## src/rtl/tag_read_qualifier_top_defines.svh

```systemverilog
// Assertion macros used by the tag read qualifier core (trq_core).
`ifndef TAG_READ_QUALIFIER_TOP_DEFINES_SVH
`define TAG_READ_QUALIFIER_TOP_DEFINES_SVH

// Same-cycle implication, clocked on clk, off during rst.
`define TRQ_ASSERT_IMPL(label, pre, post) \
  label: assert property (@(posedge clk) disable iff (rst) (pre) |-> (post)) \
    else $error("tag read qualifier: assertion failed");

// Next-cycle implication, clocked on clk, off during rst.
`define TRQ_ASSERT_NEXT(label, pre, post) \
  label: assert property (@(posedge clk) disable iff (rst) (pre) |=> (post)) \
    else $error("tag read qualifier: assertion failed");

`endif

```

## src/rtl/trq_pkg.sv

```systemverilog
// Types and constants of the tag read qualifier.
package trq_pkg;

  // Field widths
  localparam int KindW       = 2;
  localparam int TimeW       = 32;
  localparam int LenW        = 3;
  localparam int UidW        = 56;
  localparam int IdW         = 16;
  localparam int StatusW     = 3;
  localparam int FailW       = 8;
  localparam int IntervalW   = 16;
  localparam int MaxUidBytes = 7;

  // Stream and config port widths
  localparam int InTdataW  = 96;
  localparam int InUserW   = KindW;
  localparam int OutTdataW = 24;
  localparam int OutUserW  = 1 + StatusW;
  localparam int CfgIndexW = 8;
  localparam int CfgDataW  = 16;

  // Item kinds
  localparam logic [KindW-1:0] KIND_POLL  = 2'd0;
  localparam logic [KindW-1:0] KIND_RESET = 2'd1;
  localparam logic [KindW-1:0] KIND_INIT  = 2'd2;

  // Result status codes
  localparam logic [StatusW-1:0] ST_NEW   = 3'd0;
  localparam logic [StatusW-1:0] ST_RATE  = 3'd1;
  localparam logic [StatusW-1:0] ST_DUP   = 3'd2;
  localparam logic [StatusW-1:0] ST_FAIL  = 3'd3;
  localparam logic [StatusW-1:0] ST_LIMIT = 3'd4;
  localparam logic [StatusW-1:0] ST_INIT  = 3'd5;
  localparam logic [StatusW-1:0] ST_WAIT  = 3'd6;
  localparam logic [StatusW-1:0] ST_RESET = 3'd7;

  // Register indexes
  localparam logic [CfgIndexW-1:0] REG_READ_INTERVAL  = 8'd0;
  localparam logic [CfgIndexW-1:0] REG_REPEAT_GUARD   = 8'd1;
  localparam logic [CfgIndexW-1:0] REG_RETRY_INTERVAL = 8'd2;
  localparam logic [CfgIndexW-1:0] REG_FAIL_LIMIT     = 8'd3;

  // Register reset values
  localparam logic [IntervalW-1:0] READ_INTERVAL_RST  = 16'd100;
  localparam logic [IntervalW-1:0] REPEAT_GUARD_RST   = 16'd2000;
  localparam logic [IntervalW-1:0] RETRY_INTERVAL_RST = 16'd2000;
  localparam logic [FailW-1:0]     FAIL_LIMIT_RST     = 8'd20;

  typedef struct packed {
    logic [KindW-1:0] kind;
    logic [TimeW-1:0] now_ms;
    logic             init_found;
    logic             read_ok;
    logic [LenW-1:0]  uid_len;
    logic [UidW-1:0]  uid_bytes;
  } item_t;

  typedef struct packed {
    logic [IdW-1:0]     tag_id;
    logic               tag_valid;
    logic [StatusW-1:0] status;
    logic               init_attempted;
    logic               ready_now;
  } result_t;

endpackage

```

## src/rtl/tag_read_qualifier_top.sv

```systemverilog
// Top level of the tag read qualifier.
// Takes one reader event per word (poll, forced reset, direct init) and returns exactly one
// result word for each: a checkpoint ID with its valid flag, a status code and the ready
// flag. An accepted word waits in the input register until the result register has room; its
// result is then registered there and shown on m_tdata/m_tuser (input register, then result
// register). A new word can be taken every cycle; the only stall comes from m_tready held low.
// State updates happen as a word moves from the input register to the result register, so the
// next word always sees the effect of the previous one. The configuration port is always
// ready; writes to indexes beyond the four registers are ignored. No clearing pass follows
// reset.
module tag_read_qualifier_top
  import trq_pkg::*;
#(
  parameter int UID_BYTES = 7
) (
  input  logic                 clk,
  input  logic                 rst,
  input  logic                 s_tvalid,
  output logic                 s_tready,
  input  logic [InTdataW-1:0]  s_tdata,   // now_ms, init_found, read_ok, uid_len, uid_bytes
  input  logic [InUserW-1:0]   s_tuser,   // kind
  output logic                 m_tvalid,
  input  logic                 m_tready,
  output logic [OutTdataW-1:0] m_tdata,   // tag_id, init_attempted, ready_now
  output logic [OutUserW-1:0]  m_tuser,   // tag_valid, status
  input  logic                 cfg_valid,
  output logic                 cfg_ready,
  input  logic [CfgIndexW-1:0] cfg_index,
  input  logic [CfgDataW-1:0]  cfg_data
);

  item_t   item;
  result_t result;
  logic    item_valid;
  logic    out_free;
  logic    advance;

  // Move a word forward when the result register has room
  assign advance   = item_valid && out_free;
  assign cfg_ready = 1'b1;

  trq_in_reg u_in_reg (
    .clk        (clk),
    .rst        (rst),
    .s_tvalid   (s_tvalid),
    .s_tready   (s_tready),
    .s_tdata    (s_tdata),
    .s_tuser    (s_tuser),
    .advance    (advance),
    .item_valid (item_valid),
    .item       (item)
  );

  trq_core #(
    .UID_BYTES (UID_BYTES)
  ) u_core (
    .clk       (clk),
    .rst       (rst),
    .cfg_write (cfg_valid && cfg_ready),
    .cfg_index (cfg_index),
    .cfg_data  (cfg_data),
    .fire      (advance),
    .item      (item),
    .result    (result)
  );

  trq_out_reg u_out_reg (
    .clk      (clk),
    .rst      (rst),
    .load     (advance),
    .result   (result),
    .out_free (out_free),
    .m_tvalid (m_tvalid),
    .m_tready (m_tready),
    .m_tdata  (m_tdata),
    .m_tuser  (m_tuser)
  );

endmodule

```

## src/rtl/trq_in_reg.sv

```systemverilog
// Input register: holds one incoming word until the core takes it.
module trq_in_reg
  import trq_pkg::*;
(
  input  logic                clk,
  input  logic                rst,
  input  logic                s_tvalid,
  output logic                s_tready,
  input  logic [InTdataW-1:0] s_tdata,  // now_ms, init_found, read_ok, uid_len, uid_bytes, pad
  input  logic [InUserW-1:0]  s_tuser,  // kind
  input  logic                advance,
  output logic                item_valid,
  output item_t               item
);

  // Take a word when empty or when the held one moves on this cycle
  assign s_tready = !item_valid || advance;

  always_ff @(posedge clk) begin
    if (rst) begin
      item_valid <= 1'b0;
    end else if (s_tready) begin
      item_valid <= s_tvalid;
    end
  end

  // Unpack the word
  always_ff @(posedge clk) begin
    if (s_tvalid && s_tready) begin
      item.kind       <= s_tuser;
      item.now_ms     <= s_tdata[TimeW-1:0];
      item.init_found <= s_tdata[TimeW];
      item.read_ok    <= s_tdata[TimeW+1];
      item.uid_len    <= s_tdata[TimeW+2 +: LenW];
      item.uid_bytes  <= s_tdata[TimeW+2+LenW +: UidW];
    end
  end

endmodule

```

## src/rtl/trq_core.sv

```systemverilog
// Decision logic and reader state of the tag read qualifier.
`include "tag_read_qualifier_top_defines.svh"

module trq_core
  import trq_pkg::*;
#(
  parameter int UID_BYTES = 7
) (
  input  logic                 clk,
  input  logic                 rst,
  input  logic                 cfg_write,
  input  logic [CfgIndexW-1:0] cfg_index,
  input  logic [CfgDataW-1:0]  cfg_data,
  input  logic                 fire,
  input  item_t                item,
  output result_t              result
);

  localparam int UidKeep = (UID_BYTES < MaxUidBytes) ? UID_BYTES : MaxUidBytes;
  localparam logic [LenW-1:0] LenMax = LenW'(UidKeep);

  // Configuration registers
  logic [IntervalW-1:0] read_interval_ms;
  logic [IntervalW-1:0] repeat_guard_ms;
  logic [IntervalW-1:0] retry_interval_ms;
  logic [FailW-1:0]     fail_limit;

  // Reader state
  logic                 ready;
  logic [TimeW-1:0]     last_poll_time;
  logic [TimeW-1:0]     last_retry_time;
  logic [FailW-1:0]     fail_count;
  logic [UidKeep*8-1:0] prev_uid;
  logic [LenW-1:0]      prev_uid_len;
  logic [TimeW-1:0]     prev_uid_time;

  logic                 ready_next;
  logic                 upd_poll;
  logic                 upd_retry;
  logic                 upd_uid;
  logic [FailW-1:0]     fail_count_next;

  logic [LenW-1:0]      len;
  logic [7:0][7:0]      uid_b;
  logic [UidKeep*8-1:0] uid_cur;
  logic [LenW-1:0]      idx_hi;
  logic [LenW-1:0]      idx_lo;
  logic [IdW-1:0]       id_calc;
  logic [FailW-1:0]     fail_inc;
  logic                 retry_wait;
  logic                 rate_wait;
  logic                 guard_hit;

  // Write configuration registers
  always_ff @(posedge clk) begin
    if (rst) begin
      read_interval_ms  <= READ_INTERVAL_RST;
      repeat_guard_ms   <= REPEAT_GUARD_RST;
      retry_interval_ms <= RETRY_INTERVAL_RST;
      fail_limit        <= FAIL_LIMIT_RST;
    end else if (cfg_write) begin
      unique case (cfg_index)
        REG_READ_INTERVAL:  read_interval_ms  <= cfg_data;
        REG_REPEAT_GUARD:   repeat_guard_ms   <= cfg_data;
        REG_RETRY_INTERVAL: retry_interval_ms <= cfg_data;
        REG_FAIL_LIMIT:     fail_limit        <= cfg_data[FailW-1:0];
        default: ;
      endcase
    end
  end

  // Clamp length and mask unused UID bytes
  assign len = (item.uid_len > LenMax) ? LenMax : item.uid_len;

  always_comb begin
    uid_b = '0;
    for (int i = 0; i < UidKeep; i++) begin
      if (LenW'(i) < len) begin
        uid_b[i] = item.uid_bytes[i*8 +: 8];
      end
    end
  end

  assign uid_cur = uid_b[UidKeep-1:0];

  // Checkpoint ID from the last two bytes, or the single byte
  assign idx_hi = len - LenW'(2);
  assign idx_lo = len - LenW'(1);

  always_comb begin
    if (len >= LenW'(2)) begin
      id_calc = {uid_b[idx_hi], uid_b[idx_lo]};
    end else if (len == LenW'(1)) begin
      id_calc = {8'h00, uid_b[0]};
    end else begin
      id_calc = '0;
    end
  end

  // Elapsed-time checks, wrapping modulo 2^32
  assign retry_wait = (item.now_ms - last_retry_time) < {16'h0000, retry_interval_ms};
  assign rate_wait  = (item.now_ms - last_poll_time) < {16'h0000, read_interval_ms};
  assign guard_hit  = (len == prev_uid_len) && (uid_cur == prev_uid) &&
                      ((item.now_ms - prev_uid_time) < {16'h0000, repeat_guard_ms});
  assign fail_inc   = fail_count + FailW'(1);

  // Classify the item and work out the state update
  always_comb begin
    result          = '0;
    result.status   = ST_WAIT;
    ready_next      = ready;
    fail_count_next = fail_count;
    upd_poll        = 1'b0;
    upd_retry       = 1'b0;
    upd_uid         = 1'b0;
    case (item.kind)
      KIND_RESET: begin
        ready_next    = 1'b0;
        result.status = ST_RESET;
      end
      KIND_INIT: begin
        ready_next            = item.init_found;
        result.init_attempted = 1'b1;
        result.status         = ST_INIT;
      end
      KIND_POLL: begin
        if (!ready) begin
          if (!retry_wait) begin
            upd_retry             = 1'b1;
            ready_next            = item.init_found;
            result.init_attempted = 1'b1;
            result.status         = ST_INIT;
          end
        end else if (rate_wait) begin
          result.status = ST_RATE;
        end else begin
          upd_poll = 1'b1;
          if (!item.read_ok) begin
            if (fail_inc >= fail_limit) begin
              fail_count_next = '0;
              ready_next      = 1'b0;
              result.status   = ST_LIMIT;
            end else begin
              fail_count_next = fail_inc;
              result.status   = ST_FAIL;
            end
          end else begin
            fail_count_next = '0;
            if (guard_hit) begin
              result.status = ST_DUP;
            end else begin
              upd_uid          = 1'b1;
              result.tag_id    = id_calc;
              result.tag_valid = 1'b1;
              result.status    = ST_NEW;
            end
          end
        end
      end
      default: ;
    endcase
    result.ready_now = ready_next;
  end

  // Advance state when the item moves into the result register
  always_ff @(posedge clk) begin
    if (rst) begin
      ready           <= 1'b0;
      last_poll_time  <= '0;
      last_retry_time <= '0;
      fail_count      <= '0;
      prev_uid        <= '0;
      prev_uid_len    <= '0;
      prev_uid_time   <= '0;
    end else if (fire) begin
      ready      <= ready_next;
      fail_count <= fail_count_next;
      if (upd_poll) begin
        last_poll_time <= item.now_ms;
      end
      if (upd_retry) begin
        last_retry_time <= item.now_ms;
      end
      if (upd_uid) begin
        prev_uid      <= uid_cur;
        prev_uid_len  <= len;
        prev_uid_time <= item.now_ms;
      end
    end
  end

  `TRQ_ASSERT_IMPL(a_valid_only_new, result.tag_valid, result.status == ST_NEW)
  `TRQ_ASSERT_IMPL(a_id_zero_unless_valid, !result.tag_valid, result.tag_id == '0)
  `TRQ_ASSERT_NEXT(a_reset_drops_ready, fire && item.kind == KIND_RESET, !ready)
  `TRQ_ASSERT_NEXT(a_limit_clears, fire && result.status == ST_LIMIT, !ready && fail_count == '0)

endmodule

```

## src/rtl/trq_out_reg.sv

```systemverilog
// Result register: holds one result word until the consumer takes it.
module trq_out_reg
  import trq_pkg::*;
(
  input  logic                 clk,
  input  logic                 rst,
  input  logic                 load,
  input  result_t              result,
  output logic                 out_free,
  output logic                 m_tvalid,
  input  logic                 m_tready,
  output logic [OutTdataW-1:0] m_tdata,  // tag_id, init_attempted, ready_now, pad
  output logic [OutUserW-1:0]  m_tuser   // tag_valid, status
);

  result_t held;

  // Free when empty or when the held word leaves this cycle
  assign out_free = !m_tvalid || m_tready;

  always_ff @(posedge clk) begin
    if (rst) begin
      m_tvalid <= 1'b0;
    end else if (out_free) begin
      m_tvalid <= load;
    end
  end

  always_ff @(posedge clk) begin
    if (load) begin
      held <= result;
    end
  end

  // Pack the word
  assign m_tdata = {6'b000000, held.ready_now, held.init_attempted, held.tag_id};
  assign m_tuser = {held.status, held.tag_valid};

endmodule

```

## config.mk

```make
export PLATFORM = sky130hd
export DESIGN_NAME = tag_read_qualifier_top
export DESIGN_NICKNAME = d
export VERILOG_FILES = /design/src/rtl/trq_pkg.sv /design/src/rtl/tag_read_qualifier_top.sv /design/src/rtl/trq_in_reg.sv /design/src/rtl/trq_core.sv /design/src/rtl/trq_out_reg.sv
export VERILOG_INCLUDE_DIRS = /design/src /design/src/rtl
export SDC_FILE = /design/constraint.sdc
export NUM_CORES = 1
export LEC_CHECK = 0
export BUFFER_PORTS_ARGS = -buffer_cell sky130_fd_sc_hd__buf_2
export CAP_MARGIN = 20
export CORE_MARGIN = 2
export CORE_UTILIZATION = 35
export DETAILED_ROUTE_END_ITERATION = 8
export GPL_ROUTABILITY_DRIVEN = 0
export GPL_TIMING_DRIVEN = 0
export PLACE_DENSITY = 0.52
export SLEW_MARGIN = 5
export SYNTH_ARGS = -nofsm -noshare
export SYNTH_HDL_FRONTEND = slang
export SYNTH_HIERARCHICAL = 1
export SYNTH_SLANG_ARGS = --single-unit
```

## constraint.sdc

```tcl
create_clock -name clk -period 5.6 [get_ports clk]
set_input_delay 0.28 -clock clk [delete_from_list [all_inputs] [get_ports clk]]
set_output_delay 0.28 -clock clk [all_outputs]
set_load 0.01 [all_outputs]
```

* Word-level counts from Yosys, hierarchy flattened
Index checks and enable logic that the tools add are counted.
** Operators by class
- $add $sub $neg :: 6
- $lt $le $gt $ge :: 15
- Eq/ne operators :: 8
- Muxes and demuxes :: 43
- Bitwise logic cells :: 4
- Reductions and logical operators :: 20
** Operators by type and width (number)
- $lt 32x16->1 :: 3
- $mux 8 :: 12
- $sub 32x32->32 :: 3
- $eq 56x56->1 :: 1
- $bmux 8 s3 :: 2
- $mux 1 :: 18
- $mux 3 :: 6
- $eq 8x2->1 const B :: 2
- $mux 16 :: 1
- $reduce_and 2->1 :: 7
- $lt 3x3->1 const A :: 3
- $pmux 3 s3 :: 1
- $add 8x1->8 const B :: 1
- $eq 8x1->1 const B :: 1
- $ge 8x8->1 :: 1
- $logic_not 8->1 :: 1
- $lt 3x4->1 const B :: 2
- $lt 1x3->1 const A :: 2
- $lt 2x3->1 const A :: 2
- $reduce_or 5->1 :: 1
- $logic_and 1x1->1 :: 4
- $not 1->1 :: 4
- $reduce_and 4->1 :: 1
- $reduce_or 4->1 :: 1
- other kinds (14) :: 16
** Word-level totals
- Register bits :: 339
- Input bits :: 127

* Logic depth before layout (Yosys ltp)
- Word-level depth :: 13
- Mapped depth :: 25
- Depth with buffers taken out :: 23

* Modules after synthesis
Netlist, hierarchy kept.
** By module, submodules not included
- trq_core :: times used 1, cells each 2509, area an instance 18773.0 um^2, seq. area each 4404.2 um^2
- trq_in_reg :: times used 1, cells each 100, area an instance 2907.8 um^2, seq. area each 2872.8 um^2
- trq_out_reg :: times used 1, cells each 33, area an instance 755.7 um^2, seq. area each 680.7 um^2
- tag_read_qualifier_top :: times used 1, cells each 3, area an instance 17.5 um^2, seq. area each 0.0 um^2

* Least setup slack after synthesis
OpenSTA, ideal clock, no wires.
- Path type :: register to register
- From :: register u_in_reg/item[61] (netlist name)
- To :: register u_out_reg.held, in the netlist u_out_reg/m_tdata[0], data pin
- Arrival :: 4.953 ns
- Required time :: 5.332 ns
- Slack :: 0.379 ns
- Stages on the path, launching flop included :: 25
- Path buffers :: 1
- Period minus slack after synthesis :: 5.221 ns
- Cells stage by stage :: edfxtp_1 > inv_1 > ha_1 > inv_1 > fa_1 > a211oi_1 > o21a_1 > o21a_1 > o21ai_0 > a21o_1 > a21oi_1 > xnor2_1 > ha_1 > a21o_1 > a21o_1 > a211oi_1 > o221ai_1 > a311oi_1 > nand4_1 > or4_1 > nor4_2 > nand2_1 > nand2_1 > clkbuf_1 > nor3_1
** On the way
- Cells in the longest elaborated chain, start to end :: 4
** Ends and longest elaborated chain
- $sub 32x32->32 :: RTL line trq_core.sv:104 : ((item.now_ms - prev_uid_time) < {16'h0000, repeat_guard_ms});
- $lt 32x16->1 :: RTL line trq_core.sv:104
- $logic_and 1x1->1 :: RTL line trq_core.sv:103 : assign guard_hit = (len == prev_uid_len) && (uid_cur == prev_uid) &&
- $reduce_or 5->1 (no source line) *
- end signal: assignment :: RTL line trq_out_reg.sv:31 : held <= result;
- end: declaration :: RTL line trq_out_reg.sv:16 : result_t held;
Mark *: on every way between the ends. The rest lies on a longest branch, timed or not.
A chain may end at the register's enable or synchronous reset.

* Worst setup path after layout
- From :: register u_in_reg/item[61] (netlist name)
- To :: register u_core.last_retry_time[28]
** On the way
- Cells in the longest elaborated chain, start to end :: 6
** Ends and longest elaborated chain
- $sub 32x32->32 :: RTL line trq_core.sv:101 : assign retry_wait = (item.now_ms - last_retry_time) < {16'h0000, retry_interval_ms};
- $lt 32x16->1 :: RTL line trq_core.sv:101
- $mux 1 :: RTL line trq_core.sv:128 : if (!retry_wait) begin
- $mux 1 :: RTL line trq_core.sv:127 : if (!ready) begin
- $mux 1 :: RTL line trq_core.sv:116 : case (item.kind)
- $reduce_and 2->1 (no source line)
- end signal: assignment :: RTL line trq_core.sv:182 : last_retry_time <= item.now_ms;
- end: declaration :: RTL line trq_core.sv:31 : logic [TimeW-1:0] last_retry_time;
No other way between the ends.

==> metrics.cfg <==
[cells_and_area]
nets = 3293
drive_gt1_share_pct = 14.6
final_cell_count_no_fill = 3890
area_growth_pct = 23.9

[critical_path]
cpPeakStageDelay_ns = 0.57
cp_slowest_cell = or4_4
critPathKind = flip-flop to flip-flop
crit_path_end_kind = flip-flop
worstPathRequired_ns = 6.01
arrival_ns = 5.84
r2r-start = u_in_reg/item[61]
crit_path_start = u_in_reg/item[61]
cpMostUsedCell = buf_4
crit_fanout = 8
startpoint_type = flip-flop

[placement]
dp_cells = 3647
pre_cts_ws_ns = -1.32
dp_hpwl_mm = 61.0
port_buffers = 147

[synth]
avgSynthCellArea_sq_um = 8.49
ys_ff_latch = 339
syn-cell-area_sq_mm = 0.0225
async_flop_share_pct = 0
ys_warn_count = 6
ys_types = 95
ys.flop_type = dfxtp_1
netlist_instances = 2645
seq_area_frac_synth_pct = 35.4
synth-edff-count = 117

[cts]
numCtsBuffers = 43
root_buffer = clkbuf_16
clkLatencyLatePin_ns = 0.58
clockBufferDepth = 3
cts.sinks = 339
cts_tree = built
path_clk_slew_ns = 0.06
htreeDepth = 2

[timing]
period_share_pct = 97.0
final-hold-violation-count = 0
maxSlewHeadroom_pct = 36.1
skew_ns = 0.0238
timing.hold.ws_ns = 0.0287
fin_ws_ns = 0.170
post-route-min-period_ns = 5.43
tns_ns = 0
slew_viol_final = 0
worstMarginPinSlew_ns = 0.959
setup_viol = 0
fmax_mhz = 184

[detailed_routing]
drt_iter0_drc = 1853
drc = 0
ant_nets = 0
routedWlPerCell_um = 20.7
wl_mm = 80.7
avgViaCountPerCell = 5.58
vias = 21700
drt_pre_antenna_iters = 6

[die]
coreArea_sq_mm = 0.0632
chipHeight_um = 257
rows = 92
dieArea_sq_mm = 0.0662
die_w_um = 257
start_util_pct = 35.5
io_pins = 158

[power]
peakVddDrop_mv = 0.217
clock_power_share_pct = 41.5
sequentialPowerShare_pct = 39.9
switching_power_w = 0.00197
power.internal_w = 0.00485
comb_power_share_pct = 18.6
powerDensity_mw_per_mm2 = 245
p_leak_nw = 10.5
p_sw_share_pct = 28.9

[worst_hold_path]
min_from = cfg_data[0]
hp-class = input port to flip-flop

[run]
cap_violations = 0

[status]
status = finished clean

[global_routing]
grt_usage_pct = 23.6
grt_overflow = 0
grt_max_degree = 62
grt_pass1_wl_mm = 122
antenna_found_initial = 1
grt_pass1_vias = 21400

-- stage by stage --
stage                     total power, W  instance area [sq um]  util (%)
after CTS                        0.00684                  27400      43.3
after floorplan                  0.00348                  22500         -
after global routing             0.00710                  27800      44.0
after detailed placement         0.00388                  24300      38.5
final                            0.00682                  27800      44.0
after global placement           0.00386                  24300      38.4
-- critical path, delay by kind of cell (launching register included) --
| kind | cells | cell delay (ns) |
|---|---|---|
| adders and majority gates | 3 | 0.87 |
| DFF | 1 | 0.44 |
| and+or+nand+nor | 8 | 1.74 |
| xor gates and xnor gates | 1 | 0.17 |
| buffers and inverters | 7 | 0.99 |
| AOI/OAI and AO/OA | 6 | 1.05 |
-- power by group through the flow --
stage                     sequential (W)  clock [W]  combinational, W
final                            0.00272    0.00283           0.00127
after global routing             0.00272    0.00299           0.00139
after CTS                        0.00272    0.00291           0.00122
after detailed placement         0.00278          0           0.00110
after global placement           0.00278          0           0.00108
after floorplan                  0.00272          0          0.000757
-- synthesized netlist by cell type, types with 8 or more instances --
master    instances  area share (%)
or4_1             8            0.27
buf_2            35            0.78
nor2_1          204             3.4
inv_1           186             3.1
nand3_1          82             1.8
a22oi_1          14            0.47
a311oi_1         10            0.39
o21bai_1         17            0.57
nor2b_1          33            0.92
nand3b_1         16            0.53
o21ai_0          87             1.9
nand2b_1         25            0.70
and2_1           11            0.31
o21a_1           23            0.77
nand4_1          91             2.5
edfxtp_1        117              16
nor4_1           48             1.3
xor2_1           31             1.2
a211oi_1         23            0.77
buf_4            12            0.40
dfxtp_1         222              20
ha_1            153             8.5
o32ai_1          15            0.59
a221oi_1          8            0.31
a31oi_1          29            0.81
a31o_1           16            0.62
nor4bb_1         14            0.62
o22ai_1          15            0.42
buf_1            13            0.22
o31ai_1          52             1.7
a21o_1           44             1.5
a21oi_1         232             5.2
a31o_2           17            0.66
clkbuf_1        113             1.9
o211ai_1         32             1.1
and3_1           14            0.39
xnor2_1          67             2.6
nor3_1           36            0.80
nand2_1         216             3.6
mux2i_1          90             4.0
o21ai_1          33            0.74
-- worst paths after layout --
kind / cells after the start / slack, ns / endpoint
worst max-delay path: 25 / 0.17 / u_core/last_retry_time[28]
worst min-delay path: 3 / 0.03 / u_core/retry_interval_ms[0]
worst max register to register: 25 / 0.17 / u_core/last_retry_time[28]
worst min register to register: 2 / 0.46 / u_core/retry_interval_ms[13]
-- layout make-up --
class	instances	area, sq um
Antenna cell	1	2.50
Buffer	179	972
Clock buffer	64	1250
Clock inverter	14	176
Fill cell	6232	35400
Inverter	187	702
Multi-Input combinational cell	1944	13400
Sequential cell	339	7960
Tap cell	846	1060
Timing Repair Buffer	316	2340
-- registers in the layout, indices dropped and copies added (netlist names), 3 cells and up --
register and cells:
u_core/fail_count 8, u_core/last_poll_time 32, u_out_reg/m_tuser 4, u_core/read_interval_ms 16
u_in_reg/item 95, u_core/retry_interval_ms 16, u_core/prev_uid 56, u_core/repeat_guard_ms 16
u_core/prev_uid_len 3, u_core/prev_uid_time 32, u_core/last_retry_time 32, u_out_reg/m_tdata 18
u_core/fail_limit 8
-- kinds of logic after synthesis --
family | count (synthesis) | share of synthesized area [%]
other | 2 | 0.0334
and+or+nand+nor | 839 | 18.9
AOI/OAI and AO/OA | 744 | 21.7
adders and majority gates | 156 | 8.79
DFF | 339 | 35.4
buffers and inverters | 367 | 6.74
xor gates and xnor gates | 98 | 3.82
muxes | 100 | 4.61
-- cell usage in the layout (no fill, tap or decap), types with 22 or more instances in the layout --
| cell type | instances |
|---|---|
| a21o_1 | 43 |
| a21oi_1 | 223 |
| a31oi_1 | 29 |
| buf_2 | 169 |
| buf_4 | 69 |
| clkbuf_1 | 120 |
| clkbuf_16 | 45 |
| dfxtp_1 | 222 |
| dlygate4sd3_1 | 104 |
| edfxtp_1 | 117 |
| ha_1 | 144 |
| inv_1 | 185 |
| mux2i_1 | 90 |
| nand2_1 | 213 |
| nand2b_1 | 25 |
| nand3_1 | 81 |
| nand4_1 | 91 |
| nor2_1 | 204 |
| nor2b_1 | 30 |
| nor3_1 | 35 |
| nor4_1 | 47 |
| o211ai_1 | 32 |
| o21a_1 | 22 |
| o21ai_0 | 83 |
| o21ai_1 | 36 |
| o31ai_1 | 51 |
| xnor2_1 | 67 |
| xor2_1 | 31 |
-- routing by layer --
metal / GRT usage (%) / up-vias / wire (um)
li1: - / 10400 / -
met1: 28.2 / 10300 / 33100
met2: 41.6 / 757 / 39400
met3: 2.71 / 220 / 3920
met4: 12.0 / 0 / 4320
met5: 0 / - / 0
-- what timing repair did --
action	in CTS	in global routing
pin swaps	14	34
hold buffers	104	0
endpoints found under the hold margin	102	0
setup buffers	31	25
gates cloned	0	5
setup endpoints to repair	186	185
gates resized for setup	81	64
(Power assumes the default switching activity.)
